`config.mk`:
```
export PLATFORM = sky130hd
export DESIGN_NAME = plc_div
export DESIGN_NICKNAME = d
export VERILOG_FILES = /design/src/design/plc_pkg.sv /design/src/design/plc_div.sv
export SDC_FILE = /design/constraint.sdc
export NUM_CORES = 1
export LEC_CHECK = 0
export BUFFER_PORTS_ARGS = -buffer_cell sky130_fd_sc_hd__buf_2
export CORE_ASPECT_RATIO = 0.75
export CORE_MARGIN = 1
export CORE_UTILIZATION = 55
export DETAILED_ROUTE_END_ITERATION = 6
export PLACE_DENSITY = 0.82
export SLEW_MARGIN = 20
export SYNTH_ARGS = -nofsm -noshare
export SYNTH_HDL_FRONTEND = slang
export SYNTH_SLANG_ARGS = --single-unit
```
`constraint.sdc`:
```
create_clock -name clk -period 4 [get_ports clk]
set_input_delay 0.4 -clock clk [delete_from_list [all_inputs] [get_ports clk]]
set_output_delay 0.4 -clock clk [all_outputs]
set_load 0.01 [all_outputs]
```
`src/design/plc_pkg.sv`:
```
// shared types and constants for the piecewise linear curve evaluator
// used by piecewise_linear_curve_eval and plc_div; no dependencies
package plc_pkg;

  localparam int MAX_POINTS = 16;
  localparam int IDX_W      = $clog2(MAX_POINTS);
  localparam int CNT_W      = $clog2(MAX_POINTS + 1);

  localparam int DIVIDEND_W = 64;
  localparam int DIVISOR_W  = 32;

  localparam logic [1:0] KIND_CLEAR = 2'd0;
  localparam logic [1:0] KIND_ADD   = 2'd1;
  localparam logic [1:0] KIND_EVAL  = 2'd2;

  typedef struct packed {
    logic [1:0]         kind;
    logic signed [31:0] coord_x;
    logic signed [31:0] coord_y;
  } in_item_t;

  typedef struct packed {
    logic signed [31:0] curve_value;
    logic               status;
  } out_item_t;

  typedef enum logic [3:0] {
    S_IDLE,
    S_ADD_RD,
    S_ADD_CHK,
    S_SH_RD,
    S_SH_WR,
    S_ADD_WR,
    S_EV_RD,
    S_EV_CHK,
    S_EV_SEG,
    S_EV_LAST,
    S_EV_P0,
    S_EV_P1,
    S_MUL,
    S_DIV_GO,
    S_DIV_WAIT,
    S_RESP
  } state_t;

endpackage

```
`src/design/plc_div.sv`:
```
// restoring unsigned divider, one quotient bit per cycle
// depends on plc_pkg for operand widths
module plc_div (
  input  logic                                 clk,
  input  logic                                 rst_n,
  input  logic                                 start,
  input  logic [plc_pkg::DIVIDEND_W-1:0]       dividend,
  input  logic [plc_pkg::DIVISOR_W-1:0]        divisor,
  output logic                                 done,
  output logic [plc_pkg::DIVIDEND_W-1:0]       quotient
);

  localparam int CNT_DW = $clog2(plc_pkg::DIVIDEND_W + 1);

  logic [plc_pkg::DIVISOR_W-1:0]  rem_r, rem_nxt;
  logic [plc_pkg::DIVIDEND_W-1:0] quo_r, quo_nxt;
  logic [plc_pkg::DIVISOR_W-1:0]  dvs_r;
  logic [CNT_DW-1:0]              cnt_r, cnt_nxt;
  logic                           busy_r, busy_nxt;
  logic                           done_r, done_nxt;
  logic [plc_pkg::DIVISOR_W:0]    rem_sh;
  logic [plc_pkg::DIVISOR_W:0]    rem_sub;

  // one shift and trial subtract per cycle
  always_comb begin
    rem_sh   = {rem_r, quo_r[plc_pkg::DIVIDEND_W-1]};
    rem_sub  = rem_sh - {1'b0, dvs_r};
    rem_nxt  = rem_r;
    quo_nxt  = quo_r;
    cnt_nxt  = cnt_r;
    busy_nxt = busy_r;
    done_nxt = 1'b0;
    if (start) begin
      rem_nxt  = '0;
      quo_nxt  = dividend;
      cnt_nxt  = CNT_DW'(plc_pkg::DIVIDEND_W);
      busy_nxt = 1'b1;
    end else if (busy_r) begin
      if (rem_sh >= {1'b0, dvs_r}) begin
        rem_nxt = rem_sub[plc_pkg::DIVISOR_W-1:0];
        quo_nxt = {quo_r[plc_pkg::DIVIDEND_W-2:0], 1'b1};
      end else begin
        rem_nxt = rem_sh[plc_pkg::DIVISOR_W-1:0];
        quo_nxt = {quo_r[plc_pkg::DIVIDEND_W-2:0], 1'b0};
      end
      cnt_nxt = cnt_r - CNT_DW'(1);
      if (cnt_r == CNT_DW'(1)) begin
        busy_nxt = 1'b0;
        done_nxt = 1'b1;
      end
    end
  end

  // control state
  always_ff @(posedge clk) begin
    if (!rst_n) begin
      busy_r <= 1'b0;
      done_r <= 1'b0;
      cnt_r  <= '0;
    end else begin
      busy_r <= busy_nxt;
      done_r <= done_nxt;
      cnt_r  <= cnt_nxt;
    end
  end

  // datapath
  always_ff @(posedge clk) begin
    rem_r <= rem_nxt;
    quo_r <= quo_nxt;
    if (start) begin
      dvs_r <= divisor;
    end
  end

  assign done     = done_r;
  assign quotient = quo_r;

endmodule

```
==> results of run 1 <==
state kept, by name (all words and copies together), names as in the netlist:
register	cells
done	1
cnt_r	7
rem_r	32
busy_r	1
dvs_r	32
quotient	64
logic make-up after synthesis:
group / share of synthesized area
xor gates and xnor gates: 0.0288
AOI/OAI and AO/OA: 0.157
and+or+nand+nor: 0.121
adders and majority gates: 0.0586
DFF: 0.487
muxes: 0.0963
buffers and inverters: 0.0517
area by class of cell:
| type | instances | area share |
|---|---|---|
| Multi-Input combinational cell | 476 | 0.386 |
| Clock buffer | 17 | 0.0468 |
| Timing Repair Buffer | 168 | 0.0942 |
| Sequential cell | 137 | 0.408 |
| Tap cell | 171 | 0.0235 |
| Inverter | 49 | 0.0202 |
| Clock inverter | 15 | 0.0216 |
synthesized netlist by cell type (12+ instances only):
master                      n
sky130_fd_sc_hd__mux2_2    65
sky130_fd_sc_hd__nand4_1   15
sky130_fd_sc_hd__dfxtp_1   41
sky130_fd_sc_hd__a21oi_1   43
sky130_fd_sc_hd__inv_1     48
sky130_fd_sc_hd__ha_1      34
sky130_fd_sc_hd__a311oi_1  12
sky130_fd_sc_hd__a311oi_2  16
sky130_fd_sc_hd__nand2_2   13
sky130_fd_sc_hd__nand2_1   63
sky130_fd_sc_hd__o21ai_0   20
sky130_fd_sc_hd__clkbuf_1  17
sky130_fd_sc_hd__nand3_1   16
sky130_fd_sc_hd__xnor2_1   15
sky130_fd_sc_hd__nor2_1    50
sky130_fd_sc_hd__a21o_1    17
sky130_fd_sc_hd__edfxtp_1  96
worst paths after layout:
kind | from | to | slack (ns) | cells after the start
min | divisor[25] | dvs_r[25] | 0.15 | 1
max | dvs_r[10] | rem_r[26] | 0.72 | 10
min reg2reg | rem_r[1] | rem_r[1] | 0.50 | 2
max reg2reg | dvs_r[10] | rem_r[26] | 0.72 | 10
per-stage QoR:
step	worst slack [ns]	std cells	hold slack, ns	utilization
after floorplan	1.09	701	0.459	-
after global placement	0.794	1001	0.476	0.639
after detailed placement	0.789	1001	0.484	0.639
after CTS	0.732	1033	0.140	0.686
after global routing	0.500	1033	0.134	0.686
final	0.720	1033	0.150	0.686
critical path: cells and delay by family, from the launching register on:
family | cells | cell delay [ns]
adder cells (fa/ha/maj) | 1 | 0.40
buffers and inverters | 1 | 0.05
AND/OR/NAND/NOR | 5 | 1.71
AO/OA/AOI/OAI | 3 | 0.68
flip-flops | 1 | 0.33
per-layer routing:
layer / vias up / GRT usage / wire [µm]
met3: 28 / 0.0455 / 859
met4: 0 / 0.0916 / 322
met1: 2735 / 0.337 / 7800
met5: - / 0 / 0
li1: 2871 / - / -
met2: 181 / 0.372 / 7800
power breakdown:
part           leakage [nW]  internal, mW  switching [mW]  total (mW)
clock                 0.307         0.959           0.695        1.65
sequential             1.29          1.67          0.0745        1.75
combinational          2.27         0.380           0.532       0.912
total                  3.87          3.01            1.30        4.32
==> run metrics, run 1 <==
Worst path max stage delay 0.58 ns; Die Span X 138 µm; final max-slew violation count 0; total power 4.32 mW; half-perimeter wire length after detailed placement 11600 µm; type of the worst setup path reg -> reg; # hold bufs at CTS 0; ANT nets after route 0; number of standard cells after synthesis 701; unrepaired setup endpoints after global routing no; fin nets 983; initial drt markers 488; async set or reset register ratio after synthesis 0; WP data arrival 3.60 ns; Yosys Warn Count 0; post-cts resize count 0; share of the cycle needed by the critical path after routing 0.820; TritonCTS clock tree yes; worst hold path type in -> reg; Synth cell types 61; first-pass GRT wire length 26900 µm; leading cell types in the layout, fill and taps excluded sky130_fd_sc_hd__buf_2 (162), sky130_fd_sc_hd__edfxtp_1 (96), sky130_fd_sc_hd__mux2_2 (65); Post-synth top flop sky130_fd_sc_hd__edfxtp_1; cell area power density 475 nW/µm²; register area share after synthesis 0.487; overall die area 14300 µm²; CTS Buf Count 17; vias per std cell 5.63; count of flip-flops with a built-in enable after synthesis 96; Synth area leaders sky130_fd_sc_hd__edfxtp_1 (38%), sky130_fd_sc_hd__dfxtp_1 (11%), sky130_fd_sc_hd__mux2_2 (9.6%); minimum clock period 3.28 ns; number of top-level pins 164; flip-flop and latch count after synthesis 137; storage element area 3700 µm²; status complete, but fails checks; clock transition time at the flip-flop clock pins of the worst setup and hold paths 0.06 ns; number of rows created at floorplan 36; starting density of the core 0.574; worst skew pair latency 0.42 ns; number of DRC violations after detailed routing 3; final weighted congestion in routability-driven placement 0.876; Worst-Margin Slew 0.798 ns; final standard cell area without fillers 9090 µm²; detailed-route wire length 16800 µm; Critical Path Start Type flop; Setup TNS 0 ns; ant diodes 0; Synth Net Count 835; Clock Sink Count 137; Wirelength per Cell 16.2 µm; maximum buffer depth of the clock tree 2; overflow left after global routing 0; die span in y 104 µm; routed vias 5815; Core Region 13200 µm²; fraction of layout cells with a size suffix above 1 0.356; library cell occupying the most area in the post-synthesis netlist sky130_fd_sc_hd__edfxtp_1; Post-Syn Area per Cell 10.8 µm²; Port Buf Inserts 163; capturing element type of the critical path flop; violated checks design-rule violations; global router's overall resource usage 0.242; f_max 305 MHz; crit path max-delay cell type sky130_fd_sc_hd__or4_1; placed cell area 8470 µm²; clock skew 0.0111 ns; Netlist Area Pre-Place 7600 µm²; Crit Path Max Fanout 29; area grow syn2layout 19.5%; number of antenna violations at the first check in global routing 0; post-CTS setup buffer count 0; total setup violations reported at the end of the flow 0; max_slew headroom 0.466; cells along the critical path inv_1 > ha_1 > nand4_1 > or4_1 > o31a_1 > o21a_1 > or2_4 > nand2_2 > nand3_1 > a311oi_1; First-pass DRT Iterations 7; number of H-tree branching levels 4; count of fill cells added during filler insertion 989; most frequent standard cell in the layout excluding fill and tap cells sky130_fd_sc_hd__buf_2; master cell of the clock root buffer sky130_fd_sc_hd__clkbuf_16; data required time of the worst path 4.32 ns; pin count of the biggest net entering global routing 63; max-capacitance violation count 0; number of failing hold endpoints at the final stage 0; Peak supply drop 0.357 mV; static leakage 3.87 nW; area used by multi-input combinational logic 3510 µm²; number of global-route vias before repair 5409; proportion of netlist area held by the largest area contributor 0.379
Note: power is estimated with default switching activity, not from simulation.
==> run 2, diff against run 1 <==
- clock period: 4 -> 3.1 ns (I/O delays scaled with it)
==> run metrics, run 2 (synthesized netlist as in run 1, its figures left out) <==
area used by multi-input combinational logic 3570 µm²; Peak supply drop 0.562 mV; ant diodes 0; Core Region 13200 µm²; share of the cycle needed by the critical path after routing 0.970; Setup TNS 0 ns; storage element area 3700 µm²; TritonCTS clock tree yes; routed vias 6060; reg-to-reg setup timing slack 0.09 ns; overflow left after global routing 0; number of global-route vias before repair 5676; final standard cell count with taps included and fillers excluded 1053; Crit. Startpoint quotient[63]; worst setup margin 0.0942 ns; capturing element type of the critical path flop; global router's overall resource usage 0.255; most frequent standard cell in the layout excluding fill and tap cells sky130_fd_sc_hd__buf_2; clock skew 0.00964 ns; number of H-tree branching levels 4; leading cell types in the layout, fill and taps excluded sky130_fd_sc_hd__buf_2 (162), sky130_fd_sc_hd__edfxtp_1 (96), sky130_fd_sc_hd__mux2_2 (65); cell area power density 612 nW/µm²; starting density of the core 0.574; overall die area 14300 µm²; Final Util 0.707; number of DRC violations after detailed routing 0; First-pass DRT Iterations 5; Wirelength per Cell 17.1 µm; detailed-route wire length 18000 µm; total setup violations reported at the end of the flow 0; Worst-Margin Slew 0.730 ns; max reg flops 64; clock transition time at the flip-flop clock pins of the worst setup and hold paths 0.06 ns; number of rows created at floorplan 36; maximum buffer depth of the clock tree 2; master cell of the clock root buffer sky130_fd_sc_hd__clkbuf_16; number of instances in the placed design 1019; data required time of the worst path 3.42 ns; count of fill cells added during filler insertion 970; Clock Sink Count 137; area grow syn2layout 23.1%; WP data arrival 3.33 ns; Port Buf Inserts 163; first-pass GRT wire length 28500 µm; number of failing hold endpoints at the final stage 0; Critical Path Start Type flop; fraction of layout cells with a size suffix above 1 0.381; vias per std cell 5.75; minimum clock period 3.01 ns; final max-slew violation count 0; number of top-level pins 164; half-perimeter wire length after detailed placement 12400 µm; die span in y 104 µm; initial drt markers 562; f_max 333 MHz; final standard cell area without fillers 9360 µm²; max_slew headroom 0.513; status completed; pre-CTS setup slack 0.0167 ns; fin nets 1003; Crit Path Max Fanout 3; source of the worst register-to-register timing path quotient[63]; worst hold path type in -> reg; Die Span X 138 µm; pin count of the biggest net entering global routing 65; ANT nets after route 0; final weighted congestion in routability-driven placement 0.920; number of antenna violations at the first check in global routing 0; max-capacitance violation count 0; static leakage 3.99 nW; CTS Buf Count 17; worst skew pair latency 0.41 ns; hold path startpoint divisor[13]; type of the worst setup path reg -> reg; placed cell area 8650 µm²
## run 2: worst paths after layout
path | endpoint | cells past startpoint
worst max-delay path | rem_r[30] | 11
worst min-delay path | dvs_r[13] | 1
worst max register to register | rem_r[30] | 11
worst min register to register | rem_r[22] | 2
## run 2: where the power goes
| group | switching [mW] | leakage [nW] | internal (mW) |
|---|---|---|---|
| combinational | 0.741 | 2.39 | 0.554 |
| clock | 0.868 | 0.310 | 1.30 |
| sequential | 0.0970 | 1.29 | 2.16 |
| total | 1.71 | 3.99 | 4.02 |
## run 2: area by class of cell
cell class | instances | area share
timing repair buffer | 188 | 0.113
clock inverter | 15 | 0.0222
sequential | 137 | 0.396
clock buffer | 17 | 0.0455
inverter | 49 | 0.0197
tap | 171 | 0.0229
multi-input combinational | 476 | 0.381
## run 2: per-stage QoR
step           power [mW]  hold slack [ns]
2_1_floorplan        3.15            0.409
3_3_place_gp         3.50            0.473
3_5_place_dp         3.53            0.482
4_1_cts              5.72           0.0538
5_1_grt              5.95           0.0536
6_report             5.72           0.0686
## run 2: per-layer routing
metal | wire, µm | track usage | up-vias
li1 | - | - | 2914
met1 | 8200 | 0.355 | 2884
met2 | 8540 | 0.402 | 238
met3 | 1070 | 0.0582 | 24
met4 | 224 | 0.0606 | 0
met5 | 0 | 0 | -
## run 2: critical path: stages (launching register included)
cell                       delay [ns]
sky130_fd_sc_hd__edfxtp_1        0.38
sky130_fd_sc_hd__inv_1           0.06
sky130_fd_sc_hd__ha_1            0.22
sky130_fd_sc_hd__fa_2            0.35
sky130_fd_sc_hd__nand2b_4        0.15
sky130_fd_sc_hd__a21o_1          0.20
sky130_fd_sc_hd__a2111o_1        0.43
sky130_fd_sc_hd__a31o_2          0.25
sky130_fd_sc_hd__a41oi_2         0.16
sky130_fd_sc_hd__a41oi_1         0.15
sky130_fd_sc_hd__mux2_2          0.31
sky130_fd_sc_hd__a311oi_2        0.26
## run 2: what timing repair did
item | in CTS | in global routing
cloned | 0 | 0
gates resized for setup | 1 | 11
hold buffers | 0 | 0
endpoints found under the setup margin | 1 | 7
pin swaps | 0 | 1
setup buffers | 0 | 2
==> run 3, diff against run 2 <==
- clock period: 3.1 -> 3.7 ns (I/O delays scaled with it)
==> run metrics, run 3 (synthesized netlist as in run 1, its figures left out) <==
number of DRC violations after detailed routing 0; Core Region 13200 µm²; vias per std cell 5.76; number of H-tree branching levels 4; ANT nets after route 0; share of the cycle needed by the critical path after routing 0.855; unrepaired setup endpoints after global routing no; post-CTS setup buffer count 0; most frequent standard cell in the layout excluding fill and tap cells sky130_fd_sc_hd__buf_2; total setup violations reported at the end of the flow 0; clock transition time at the flip-flop clock pins of the worst setup and hold paths 0.06 ns; # hold bufs at CTS 0; Setup TNS 0 ns; Peak supply drop 0.386 mV; First-pass DRT Iterations 7; starting density of the core 0.574; net switching power 1.40 mW; number of failing hold endpoints at the final stage 0; internal power 3.12 mW; routed vias 5969; TritonCTS clock tree yes; detailed-route wire length 17700 µm; initial drt markers 652; post-cts resize count 0; number of rows created at floorplan 36; type of the worst setup path reg -> reg; max reg flops 64; first-pass GRT wire length 28200 µm; half-perimeter wire length after detailed placement 12200 µm; max-capacitance violation count 0; Critical Path Start Type flop; maximum buffer depth of the clock tree 2; leading cell types in the layout, fill and taps excluded sky130_fd_sc_hd__buf_2 (162), sky130_fd_sc_hd__edfxtp_1 (96), sky130_fd_sc_hd__mux2_2 (65); cell area power density 498 nW/µm²; Port Buf Inserts 163; count of fill cells added during filler insertion 1004; Final Util 0.685; f_max 316 MHz; status completed; overflow left after global routing 0; CTS Buf Count 17; switching share of total power 0.310; final max-slew violation count 0; area grow syn2layout 19.3%; overall die area 14300 µm²; Wirelength per Cell 17.0 µm; number of global-route vias before repair 5640; static leakage 3.86 nW; clock network power share 0.356; number of antenna violations at the first check in global routing 0; pin count of the biggest net entering global routing 63; Worst-Margin Slew 1.05 ns; minimum clock period 3.16 ns; data required time of the worst path 4.03 ns; power share of the combinational group 0.226; WP data arrival 3.49 ns; capturing element type of the critical path flop; Die Span X 138 µm; ant diodes 0; Crit Path Max Fanout 3; clock skew 0.0110 ns; area used by multi-input combinational logic 3510 µm²; global router's overall resource usage 0.255; Clock Sink Count 137; number of top-level pins 164; worst skew pair latency 0.43 ns; fraction of layout cells with a size suffix above 1 0.358; die span in y 104 µm; fin nets 986; storage element area 3700 µm²; master cell of the clock root buffer sky130_fd_sc_hd__clkbuf_16; proportion of power drawn by flip-flops and latches 0.419; final weighted congestion in routability-driven placement 0.933; worst hold path type in -> reg; max_slew headroom 0.295
run 3: final timing paths:
path              slack [ns]  cells past startpoint        end    startpoint
setup / recovery        0.54                     11  rem_r[30]  quotient[63]
hold / removal          0.11                      1  dvs_r[23]   divisor[23]
setup reg to reg        0.54                     11  rem_r[30]  quotient[63]
hold reg to reg         0.49                      2   rem_r[1]      rem_r[1]
run 3: cell type report:
type,instances,share of cell area
sequential,137,0.409
multi-input combinational,476,0.387
timing repair buffer,171,0.0982
clock buffer,17,0.0469
tap,171,0.0236
inverter,49,0.0203
clock inverter,15,0.0153
run 3: through the flow:
step	instances	area, µm²	total power [mW]	setup slack, ns	hold slack [ns]
CTS	1036	9070	4.53	0.558	0.104
global route	1036	9070	4.72	0.325	0.102
global placement	1004	8500	2.89	0.699	0.482
finish	1036	9070	4.52	0.537	0.115
detailed placement	1004	8500	2.91	0.595	0.490
floorplan	701	7600	2.64	0.792	0.459
run 3: power by group through the flow:
stage	registers, mW	logic, mW	clock network [mW]
2_1_floorplan	1.95	0.689	0
3_3_place_gp	1.91	0.976	0
3_5_place_dp	1.92	0.992	0
4_1_cts	1.89	1.01	1.63
5_1_grt	1.91	1.11	1.70
6_report	1.89	1.02	1.61
run 3: critical path, cell delays in order, from the launching register on:
cell                       delay [ns]
sky130_fd_sc_hd__edfxtp_1        0.36
sky130_fd_sc_hd__inv_1           0.05
sky130_fd_sc_hd__ha_1            0.21
sky130_fd_sc_hd__fa_1            0.39
sky130_fd_sc_hd__nand2b_1        0.19
sky130_fd_sc_hd__a21o_1          0.22
sky130_fd_sc_hd__a2111o_1        0.40
sky130_fd_sc_hd__a31o_2          0.25
sky130_fd_sc_hd__a41oi_1         0.26
sky130_fd_sc_hd__a41oi_1         0.18
sky130_fd_sc_hd__mux2_2          0.31
sky130_fd_sc_hd__a311oi_1        0.25
run 3: routing by layer:
metal | vias up | GRT usage | wire length (µm)
met1 | 2803 | 0.348 | 7800
met3 | 39 | 0.0617 | 1220
li1 | 2887 | - | -
met4 | 0 | 0.0776 | 303
met5 | - | 0 | 0
met2 | 240 | 0.398 | 8330
